File: config.mk
export PLATFORM = sky130hd
export DESIGN_NAME = lcd_page_transpose_packetizer
export DESIGN_NICKNAME = d
export VERILOG_FILES = /design/src/hdl/lptp_pkg.sv /design/src/hdl/lptp_ctrl.sv /design/src/hdl/lptp_datapath.sv /design/src/hdl/lcd_page_transpose_packetizer.sv
export SDC_FILE = /design/constraint.sdc
export NUM_CORES = 1
export LEC_CHECK = 0
export BUFFER_PORTS_ARGS = -buffer_cell sky130_fd_sc_hd__clkbuf_2
export CAP_MARGIN = 20
export CORE_ASPECT_RATIO = 0.75
export CORE_MARGIN = 5
export CORE_UTILIZATION = 50
export DETAILED_ROUTE_END_ITERATION = 6
export PLACE_DENSITY = 0.66
export SLEW_MARGIN = 20
export SYNTH_ARGS = -nofsm -noshare
export SYNTH_HDL_FRONTEND = slang
export SYNTH_SLANG_ARGS = --single-unit
File: constraint.sdc
create_clock -name clk -period 4 [get_ports clk]
set_clock_uncertainty 0.2 [all_clocks]
set_input_delay 0.4 -clock clk [delete_from_list [all_inputs] [get_ports clk]]
set_output_delay 0.4 -clock clk [all_outputs]
set_load 0.005 [all_outputs]
File: src/hdl/lptp_pkg.sv
package lptp_pkg;

  // link framing bytes
  localparam logic [7:0] PKT_HEAD  = 8'hA5;
  localparam logic [7:0] PKT_TYPE  = 8'h05;
  localparam logic [7:0] CMD_LEN   = 8'h03;
  localparam logic [7:0] CHAN_CMD  = 8'h00;
  localparam logic [7:0] CHAN_DATA = 8'h01;
  localparam logic [7:0] CMD_PAGE  = 8'hB0;
  localparam logic [7:0] CMD_COLHI = 8'h10;
  localparam logic [7:0] INV_MASK  = 8'hFF;

  // first panel column of group 0
  localparam int COL_BASE = 4;

  // byte positions inside a packet
  localparam int HDR_HEAD  = 0;
  localparam int HDR_TYPE  = 1;
  localparam int HDR_LEN   = 2;
  localparam int HDR_CHAN  = 3;
  localparam int HDR_BYTES = 4;

  // configuration register indexes
  localparam logic [1:0] REG_GROUPS = 2'd0;
  localparam logic [1:0] REG_PAGES  = 2'd1;
  localparam logic [1:0] REG_INVERT = 2'd2;

  localparam logic [2:0] GROUPS_RST = 3'd4;
  localparam logic [4:0] PAGES_RST  = 5'd8;
  localparam logic [2:0] GROUPS_MAX = 3'd4;
  localparam logic [4:0] PAGES_MAX  = 5'd16;

  typedef enum logic [1:0] {
    SEG_PAGE,
    SEG_COLHI,
    SEG_COLLO,
    SEG_DATA
  } seg_t;

  typedef struct packed {
    logic take;   // input request accepted this cycle
    logic load;   // load next link byte into the output register
    seg_t seg;    // packet being sent
  } lptp_cmd_t;

  typedef struct packed {
    logic group_end;    // offered byte closes a group
    logic first_group;  // offered byte belongs to group 0 of its page
  } lptp_sts_t;

endpackage

File: src/hdl/lptp_ctrl.sv
module lptp_ctrl
  import lptp_pkg::*;
#(
  parameter int BYTES_PER_GROUP = 4,
  parameter int POS_W = 6
) (
  input  logic             clk,
  input  logic             rst_n,
  input  logic             in_tvalid,
  output logic             in_tready,
  input  logic             out_tready,
  output logic             out_tvalid,
  output logic             out_tlast,
  input  lptp_sts_t        sts,
  output lptp_cmd_t        cmd,
  output logic [POS_W-1:0] pos
);

  localparam int GROUP_COLS = 8 * BYTES_PER_GROUP;

  typedef enum logic {
    ST_IDLE,
    ST_EMIT
  } state_t;

  state_t           state_r, state_nxt;
  seg_t             seg_r, seg_nxt;
  logic [POS_W-1:0] pos_r, pos_nxt;
  logic             out_valid_r, out_valid_nxt;
  logic             out_last_r, out_last_nxt;
  logic             take, adv, is_last, cmd_end;

  assign in_tready = (state_r == ST_IDLE);
  assign take      = in_tready && in_tvalid;
  assign adv       = !out_valid_r || out_tready;
  assign is_last   = (seg_r == SEG_DATA) && (pos_r == POS_W'(GROUP_COLS + HDR_BYTES - 1));
  assign cmd_end   = (seg_r != SEG_DATA) && (pos_r == POS_W'(HDR_BYTES));

  always_comb begin
    state_nxt     = state_r;
    seg_nxt       = seg_r;
    pos_nxt       = pos_r;
    out_valid_nxt = out_valid_r && !out_tready;
    out_last_nxt  = out_last_r;
    cmd.take      = 1'b0;
    cmd.load      = 1'b0;
    cmd.seg       = seg_r;
    case (state_r)
      ST_IDLE: begin
        if (take) begin
          cmd.take = 1'b1;
          if (sts.group_end) begin
            state_nxt = ST_EMIT;
            seg_nxt   = sts.first_group ? SEG_PAGE : SEG_COLHI;
            pos_nxt   = '0;
          end
        end
      end
      ST_EMIT: begin
        if (adv) begin
          cmd.load      = 1'b1;
          out_valid_nxt = 1'b1;
          out_last_nxt  = is_last;
          if (cmd_end) begin
            seg_nxt = seg_t'(seg_r + 2'd1);
            pos_nxt = '0;
          end else if (is_last) begin
            state_nxt = ST_IDLE;
          end else begin
            pos_nxt = pos_r + POS_W'(1);
          end
        end
      end
      default: state_nxt = ST_IDLE;
    endcase
  end

  always_ff @(posedge clk) begin
    if (!rst_n) begin
      state_r     <= ST_IDLE;
      seg_r       <= SEG_PAGE;
      pos_r       <= '0;
      out_valid_r <= 1'b0;
      out_last_r  <= 1'b0;
    end else begin
      state_r     <= state_nxt;
      seg_r       <= seg_nxt;
      pos_r       <= pos_nxt;
      out_valid_r <= out_valid_nxt;
      out_last_r  <= out_last_nxt;
    end
  end

  assign out_tvalid = out_valid_r;
  assign out_tlast  = out_last_r;
  assign pos        = pos_r;

endmodule

File: src/hdl/lptp_datapath.sv
module lptp_datapath
  import lptp_pkg::*;
#(
  parameter int BYTES_PER_GROUP = 4,
  parameter int POS_W = 6
) (
  input  logic             clk,
  input  logic             rst_n,
  input  logic             cfg_wr_en,
  input  logic [1:0]       cfg_index,
  input  logic [4:0]       cfg_wdata,
  input  logic [7:0]       pixel_byte,
  input  logic             frame_start,
  input  lptp_cmd_t        cmd,
  input  logic [POS_W-1:0] pos,
  output lptp_sts_t        sts,
  output logic [7:0]       link_byte
);

  localparam int GROUP_COLS = 8 * BYTES_PER_GROUP;
  localparam int SUB_W      = (BYTES_PER_GROUP > 1) ? $clog2(BYTES_PER_GROUP) : 1;

  logic [2:0]       groups_r;
  logic [4:0]       pages_r;
  logic             invert_r;

  logic [7:0]       row_store_r [8][BYTES_PER_GROUP];
  logic [2:0]       row_r, row_nxt, row_e;
  logic [SUB_W-1:0] sub_r, sub_nxt, sub_e;
  logic [1:0]       grp_r, grp_nxt, grp_e;
  logic [3:0]       page_r, page_nxt, page_e;
  logic [3:0]       emit_page_r;
  logic [7:0]       emit_col_r;
  logic [7:0]       out_byte_r, out_byte_nxt;

  logic [2:0]       gpp_c, grp_inc;
  logic [4:0]       pc_c, page_inc;
  logic             sub_last;
  logic [POS_W-1:0] colx;
  logic [SUB_W-1:0] sub_sel;
  logic [2:0]       bit_sel;
  logic [7:0]       col_byte, cmd_byte;

  always_ff @(posedge clk) begin
    if (!rst_n) begin
      groups_r <= GROUPS_RST;
      pages_r  <= PAGES_RST;
      invert_r <= 1'b0;
    end else if (cfg_wr_en) begin
      case (cfg_index)
        REG_GROUPS: groups_r <= cfg_wdata[2:0];
        REG_PAGES:  pages_r  <= cfg_wdata;
        REG_INVERT: invert_r <= cfg_wdata[0];
        default: ;
      endcase
    end
  end

  // clamp out-of-range settings
  assign gpp_c = (groups_r == 3'd0) ? 3'd1 : (groups_r > GROUPS_MAX) ? GROUPS_MAX : groups_r;
  assign pc_c  = (pages_r == 5'd0) ? 5'd1 : (pages_r > PAGES_MAX) ? PAGES_MAX : pages_r;

  // frame start clears the counters ahead of this byte
  assign row_e  = frame_start ? 3'd0 : row_r;
  assign sub_e  = frame_start ? '0 : sub_r;
  assign grp_e  = frame_start ? 2'd0 : grp_r;
  assign page_e = frame_start ? 4'd0 : page_r;

  assign sub_last        = (sub_e == SUB_W'(BYTES_PER_GROUP - 1));
  assign sts.group_end   = (row_e == 3'd7) && sub_last;
  assign sts.first_group = (grp_e == 2'd0);

  assign grp_inc  = {1'b0, grp_e} + 3'd1;
  assign page_inc = {1'b0, page_e} + 5'd1;

  always_comb begin
    row_nxt  = row_r;
    sub_nxt  = sub_r;
    grp_nxt  = grp_r;
    page_nxt = page_r;
    if (cmd.take) begin
      grp_nxt  = grp_e;
      page_nxt = page_e;
      if (sts.group_end) begin
        row_nxt = 3'd0;
        sub_nxt = '0;
        if (grp_inc >= gpp_c) begin
          grp_nxt  = 2'd0;
          page_nxt = (page_inc >= pc_c) ? 4'd0 : page_inc[3:0];
        end else begin
          grp_nxt = grp_inc[1:0];
        end
      end else if (sub_last) begin
        row_nxt = row_e + 3'd1;
        sub_nxt = '0;
      end else begin
        row_nxt = row_e;
        sub_nxt = sub_e + SUB_W'(1);
      end
    end
  end

  always_ff @(posedge clk) begin
    if (!rst_n) begin
      row_r  <= 3'd0;
      sub_r  <= '0;
      grp_r  <= 2'd0;
      page_r <= 4'd0;
    end else begin
      row_r  <= row_nxt;
      sub_r  <= sub_nxt;
      grp_r  <= grp_nxt;
      page_r <= page_nxt;
    end
  end

  // rows are stored as they arrive; columns are picked out on the way out
  always_ff @(posedge clk) begin
    if (cmd.take) begin
      row_store_r[row_e][sub_e] <= invert_r ? (pixel_byte ^ INV_MASK) : pixel_byte;
      if (sts.group_end) begin
        emit_page_r <= page_e;
        emit_col_r  <= 8'(COL_BASE) + 8'(GROUP_COLS) * {6'd0, grp_e};
      end
    end
  end

  always_comb begin
    colx    = pos - POS_W'(HDR_BYTES);
    sub_sel = SUB_W'(colx >> 3);
    bit_sel = colx[2:0];
    for (int k = 0; k < 8; k++) begin
      col_byte[k] = row_store_r[k][sub_sel][3'd7 - bit_sel];
    end
  end

  always_comb begin
    case (cmd.seg)
      SEG_PAGE:  cmd_byte = CMD_PAGE | {4'd0, emit_page_r};
      SEG_COLHI: cmd_byte = CMD_COLHI + {4'd0, emit_col_r[7:4]};
      SEG_COLLO: cmd_byte = {4'd0, emit_col_r[3:0]};
      default:   cmd_byte = CHAN_CMD;
    endcase
  end

  always_comb begin
    case (pos)
      POS_W'(HDR_HEAD): out_byte_nxt = PKT_HEAD;
      POS_W'(HDR_TYPE): out_byte_nxt = PKT_TYPE;
      POS_W'(HDR_LEN):  out_byte_nxt = (cmd.seg == SEG_DATA) ? 8'(GROUP_COLS + 2) : CMD_LEN;
      POS_W'(HDR_CHAN): out_byte_nxt = (cmd.seg == SEG_DATA) ? CHAN_DATA : CHAN_CMD;
      default:          out_byte_nxt = (cmd.seg == SEG_DATA) ? col_byte : cmd_byte;
    endcase
  end

  always_ff @(posedge clk) begin
    if (cmd.load) begin
      out_byte_r <= out_byte_nxt;
    end
  end

  assign link_byte = out_byte_r;

endmodule

File: src/hdl/lcd_page_transpose_packetizer.sv
// Panel page packetizer.
// Input stream: one horizontal-bitmap byte per request, MSB = leftmost pixel,
// in_tuser flags the first byte of a frame. Bytes come row by row within a
// group of BYTES_PER_GROUP bytes x 8 rows, groups left to right, pages top down.
// Output stream: framed link bytes, out_tlast on the final byte of the packets
// caused by one input byte. Only the byte that closes a group produces output:
// an optional page-select command, column-high and column-low commands and one
// data packet of 8*BYTES_PER_GROUP vertical column bytes.
// Config port: cfg_wr_en/cfg_index/cfg_wdata, write only while idle.
// Timing: the closing input byte moves the sequencer state register to sending;
// the output register then loads the first link byte and the packets leave at
// one byte per cycle while the receiver is ready (51 bytes at the default size,
// 46 when no page command); no input is taken until the last of them is in the
// output register. The single output register and byte sequencer set the rate.
// Reset clears counters, configuration and the output valid flag; the row store
// needs no clearing. A stalled receiver holds the current link byte and the
// sequencer waits with it.
module lcd_page_transpose_packetizer
  import lptp_pkg::*;
#(
  parameter int BYTES_PER_GROUP = 4
) (
  input  logic       clk,
  input  logic       rst_n,
  input  logic       cfg_wr_en,
  input  logic [1:0] cfg_index,
  input  logic [4:0] cfg_wdata,
  input  logic       in_tvalid,
  output logic       in_tready,
  input  logic [7:0] in_tdata,   // [7:0] pixel_byte
  input  logic       in_tuser,   // [0] frame_start
  output logic       out_tvalid,
  input  logic       out_tready,
  output logic [7:0] out_tdata,  // [7:0] link_byte
  output logic       out_tlast   // last_of_run
);

  localparam int POS_W = $clog2(8 * BYTES_PER_GROUP + HDR_BYTES);

  lptp_cmd_t        cmd;
  lptp_sts_t        sts;
  logic [POS_W-1:0] pos;

  lptp_ctrl #(
    .BYTES_PER_GROUP(BYTES_PER_GROUP),
    .POS_W(POS_W)
  ) u_ctrl (
    .clk       (clk),
    .rst_n     (rst_n),
    .in_tvalid (in_tvalid),
    .in_tready (in_tready),
    .out_tready(out_tready),
    .out_tvalid(out_tvalid),
    .out_tlast (out_tlast),
    .sts       (sts),
    .cmd       (cmd),
    .pos       (pos)
  );

  lptp_datapath #(
    .BYTES_PER_GROUP(BYTES_PER_GROUP),
    .POS_W(POS_W)
  ) u_datapath (
    .clk        (clk),
    .rst_n      (rst_n),
    .cfg_wr_en  (cfg_wr_en),
    .cfg_index  (cfg_index),
    .cfg_wdata  (cfg_wdata),
    .pixel_byte (in_tdata),
    .frame_start(in_tuser),
    .cmd        (cmd),
    .pos        (pos),
    .sts        (sts),
    .link_byte  (out_tdata)
  );

endmodule

## After elaboration in Yosys (flattened, before gate mapping)

Memories as Yosys holds them, arrays and structs flattened.
Index checks and enable logic that the tools add are counted.

| cells by class | value |
|---|---|
| add/subtract/negate cells | 10 |
| magnitude comparators | 8 |
| equality and inequality tests | 18 |
| multiplexer cells | 91 |
| bitwise logic cells | 4 |
| reductions and logical operators | 22 |

Operators with widths:

| cell | count |
|---|---|
| $mux W8 | 19 |
| $bmux W8 S2 | 8 |
| $mux W6 | 6 |
| $mux W32 | 1 |
| $pmux W8 S4 | 1 |
| $bmux W1 S3 | 8 |
| $pmux W8 S3 | 1 |
| $mux W1 | 22 |
| $mux W2 | 10 |
| $demux W8 S2 | 1 |
| $mux W4 | 4 |
| $mux W3 | 5 |
| $eq A6 B2 Y1 const B | 2 |
| $pmux W6 S2 | 1 |
| $mux W5 | 2 |
| $ne A2 B2 Y1 const B | 5 |
| $reduce_and A2 Y1 | 5 |
| $add A3 B7 Y8 const A | 1 |
| $eq A2 B2 Y1 const B | 4 |
| $not A8 Y8 | 1 |
| $reduce_and A4 Y1 | 2 |
| $add A5 B4 Y6 const A | 1 |
| $add A6 B1 Y6 const B | 1 |
| $eq A6 B1 Y1 const B | 1 |
| 29 further kinds | 41 |

| storage, ports and cells | value |
|---|---|
| bits in registers | 51 |
| memory bits (writable) | 256 |
| bits of input ports | 21 |
| word-level logic and storage cells | 169 |
| memories | 1 |

Memories:

| memory | depth | bits a word | rd ports | clocked after memory_dff | write ports | RTL line | RTL |
|---|---|---|---|---|---|---|---|
| u_datapath.row_store_r | 8 | 32 | 8 | 0 | 1 | lptp_datapath.sv:27 | `logic [7:0] row_store_r [8][BYTES_PER_GROUP];` |

## Longest topological paths before layout

| logic depth | value |
|---|---|
| depth after elaboration | 9 |
| depth in mapped cells | 12 |
| mapped depth without buffers | 10 |

## Cells and area by module

Synthesis repeated with hierarchy kept, for this count alone.

| second synthesis, totals | value |
|---|---|
| cell total of the unflattened synthesis | 926 |
| area, all modules | 12744.7 sq um |

Modules (own cells, without submodules):

| module | instances | cells an instance | area each (sq um) | sequential area each (sq um) |
|---|---|---|---|---|
| lptp_datapath | 1 | 856 | 12142.9 | 8508.2 |
| lptp_ctrl | 1 | 70 | 601.8 | 220.2 |

## Worst setup path before layout

OpenSTA, ideal clock, no wires.

| timing path | value |
|---|---|
| path kind | register to register |
| start | register u_ctrl.pos_r[2], in the netlist u_ctrl.pos[2] |
| end | register u_datapath.out_byte_r[4], in the netlist u_datapath.link_byte[4], data pin |
| arrival time | 2.518 ns |
| data required time | 3.527 ns |
| slack | 1.008 ns |
| stages on the path, launching flop included | 10 |
| path buffers | 2 |
| period minus slack after synthesis | 2.992 ns |
| path through | dfxtp_1 > clkinv_1 > ha_1 > buf_4 > buf_2 > mux4_2 > a2111oi_0 > a211oi_2 > o2111ai_1 > a211oi_2 |

| between the ends | value |
|---|---|
| cells in the longest elaborated chain, start to end | 9 |
| elaborated cells between the ends (all ways) | 14 |
| those cells by class | add/sub: 2; eq/ne: 3; mux: 7; bitwise: 1; reduce/logical: 1 |

RTL lines:

| item | RTL line | RTL |
|---|---|---|
| start, declared | lptp_ctrl.sv:28 | `logic [POS_W-1:0] pos_r, pos_nxt;` |
| start signal, assigned | lptp_ctrl.sv:88 | `pos_r <= pos_nxt;` |
| $sub A5 B3 Y5 | lptp_datapath.sv:129 | `colx = pos - POS_W'(HDR_BYTES);` |
| $not A2 Y3 (not written as such) | lptp_datapath.sv:133 | `col_byte[k] = row_store_r[k][sub_sel][3'd7 - bit_sel];` |
| $bmux W8 S2 | lptp_datapath.sv:133 |  |
| $mux W8 (not written as such) (2 in series) | lptp_datapath.sv:133 |  |
| $bmux W1 S3 | lptp_datapath.sv:133 |  |
| $mux W1 (not written as such) | lptp_datapath.sv:133 |  |
| $mux W8 | lptp_datapath.sv:152 | `default: out_byte_nxt = (cmd.seg == SEG_DATA) ? col_byte : cmd_byte;` |
| $pmux W8 S4 (*) | lptp_datapath.sv:147 | `case (pos)` |
| net u_datapath.out_byte_nxt[4] | lptp_datapath.sv:34 | `logic [7:0] out_byte_r, out_byte_nxt;` |
| end signal, assigned | lptp_datapath.sv:158 | `out_byte_r <= out_byte_nxt;` |
| end, declared | lptp_datapath.sv:34 |  |

The timed path passes the listed nets; every way through them passes the cells marked *. The select of a mux whose other input is x is not followed.
A chain may end at the register's enable or synchronous reset.

## Worst setup path after layout

Same ends and word-level chain as after synthesis.

==> metrics.cfg <==
[synthesis]
ys_warn_count=0
ys.flop_type=edfxtp_1
netlist.area_leader.share=0.637
synth-seq-area-share=0.686
synth_cell_type_count=65
syn_inst=889
synth-seq-cells=301
synth_common_cells=edfxtp_1, nand2_1, nor2_1, nand3_1, mux4_2
synth.most_common_cell=edfxtp_1
synth-edff-count=270
avgSynthCellArea_um2=14.3
netlist_area_um2=12700
syn_nets=939
asyncSetResetFlopFracSynth=0
synth.area.top_cells=edfxtp_1, mux4_2, dfxtp_1
synth_top_cell_by_area=edfxtp_1

[global_routing]
track_usage=0.214
grt_max_degree=37
grt_pass1_vias=7772
grt_pass1_wl_mm=47.5
antenna_found_initial=1
grt.overflow.total=0

[clocking]
cts_sinks=301
cts_inserted_buffers=28
cts_root_buf=clkbuf_16
clk_pin_slew_ns=0.07
cts_tree=done
clock_latency_ns=0.54
cts_buffer_depth=3
htree_levels=1

[place]
gp_congestion=0.868
dp_hpwl_mm=19.5
io_buffers=31

[sta]
post-route-period-util=0.835
tns_ns=0
whs_ns=0.0520
timing.fmax_mhz=299
hold_violations=0
post-route-min-period_ns=3.34
final_max_slew_viol_count=0
slew_headroom=0.385
rsz0062_at_grt=no
worstMarginPinSlew_ns=0.920
setup_viol=0

[die]
die_h_um=148
die_w_um=194
die-area_um2=28800
ios=32
initial_core_util=0.509
core_area_um2=25000
rows=50

[finish]
area_growth_pct=13.6
final_layout_size_suffix_gt1_frac=0.173
multi_input_area_um2=3800
final_nets=1006
nFillCells=2004
final-seq-area_um2=8730
diodes=0
final_util=0.578

[power]
vdd_drop_max_uv=327
p_leak_nw=5.05
p_per_area_nw_per_um2=429

[route]
viasPerCell=5.91
drtPass1Iterations=5
drtIter0Drc=925
totalWireLength_mm=30.7
vias=7772
post_drt_wl_per_cell_um=23.3
ant_nets=0
drc=0

[worst_setup_path]
crit_path_end_kind=flip-flop
critical_path.max_fanout=19
critical_path_class=flip-flop to flip-flop
startpoint_type=flip-flop
arrival_ns=3.42
required_ns=4.08

[run]
cap_violations=0

[status]
status=finished clean

[worst_hold_path]
hold_class=primary input to flip-flop

==> power by group <==
| group | switching [W] | internal [W] |
|---|---|---|
| logic | 0.000125 | 0.0000399 |
| clock network | 0.00115 | 0.00143 |
| registers | 0.00000790 | 0.00346 |
| total | 0.00128 | 0.00493 |
==> critical path: stages, from the launching register on <==
cell and delay, ns:
dfxtp_1 0.33, clkinv_1 0.15, ha_2 0.77, buf_4 0.34
mux4_2 0.31, and2_1 0.16, a2111oi_0 0.48, a211oi_2 0.07
o2111ai_1 0.16, a211oi_2 0.10
==> final cells by class <==
type / instances / area share
multi-input cells: 527 / 0.263
clock inverters: 18 / 0.00874
well taps: 338 / 0.0293
inverters: 20 / 0.00519
flip-flops and latches: 301 / 0.604
clock buffers: 34 / 0.0529
repair buffers: 78 / 0.0376
==> final timing paths <==
path / cells past startpoint / end / startpoint / slack, ns
max: 9 / u_datapath.link_byte[4] / u_ctrl.pos[2] / 0.66
min: 4 / u_datapath.invert_r / cfg_index[1] / 0.05
max reg2reg: 9 / u_datapath.link_byte[4] / u_ctrl.pos[2] / 0.66
min reg2reg: 2 / u_datapath.sub_r[1] / u_datapath.sub_r[1] / 0.28
==> layout by cell type (no fill, tap or decap), types with 9 or more instances in the layout <==
master / instances
nand2_1: 147
nor3_1: 10
o21ai_0: 14
nand3_1: 48
and3_1: 9
nand4_1: 11
clkbuf_16: 29
nor2_1: 60
a21oi_1: 9
ha_1: 28
clkbuf_2: 31
mux4_2: 35
buf_4: 40
nor2b_1: 20
a31oi_1: 10
inv_1: 19
mux2i_1: 16
edfxtp_1: 270
dfxtp_1: 30
==> sequential cells by signal (all words and copies together), names as in the netlist <==
register and count:
u_datapath.grp_r 2, u_datapath.page_r 4, u_ctrl.seg_r 2, u_datapath.groups_r 3
u_datapath.sub_r 2, u_datapath.emit_col_r 2, u_ctrl.out_tvalid 1, u_ctrl.out_tlast 1
u_datapath.link_byte 8, u_datapath.pages_r 5, u_datapath.row_r 3, u_datapath.row_store_r 256
u_ctrl.pos 6, u_ctrl.state_r 1, u_datapath.emit_page_r 4, u_datapath.invert_r 1
==> metrics by stage <==
stage	setup WS, ns	cells	power [W]	cell area, um^2
finish	0.659	1316	0.00621	14500
global route	0.419	1316	0.00641	14500
CTS	0.632	1315	0.00624	14400
detailed placement	0.616	1257	0.00370	13500
global placement	0.671	1257	0.00369	13500
floorplan	1.01	889	0.00361	12700
==> routing by layer <==
layer  track usage  vias to the layer above  wire length [um]
li1              -                     3486                 -
met1         0.325                     3881             13400
met2         0.328                      358             13800
met3        0.0423                       45              2830
met4        0.0439                        2               600
met5             0                        -                20
==> timing repair <==
item	in CTS	in global routing
resized for setup	0	0
hold buffers	6	0
setup buffers	0	0
endpoints found under the hold margin	10	0
setup endpoints to repair	0	0
==> cells by family after synthesis <==
logic type | share of synthesized area
compound gates | 0.0545
buf+inv | 0.0229
mux | 0.0745
xor+xnor | 0.0129
flops | 0.686
simple gates | 0.121
fa+ha+maj | 0.0285
(Power assumes the default switching activity.)
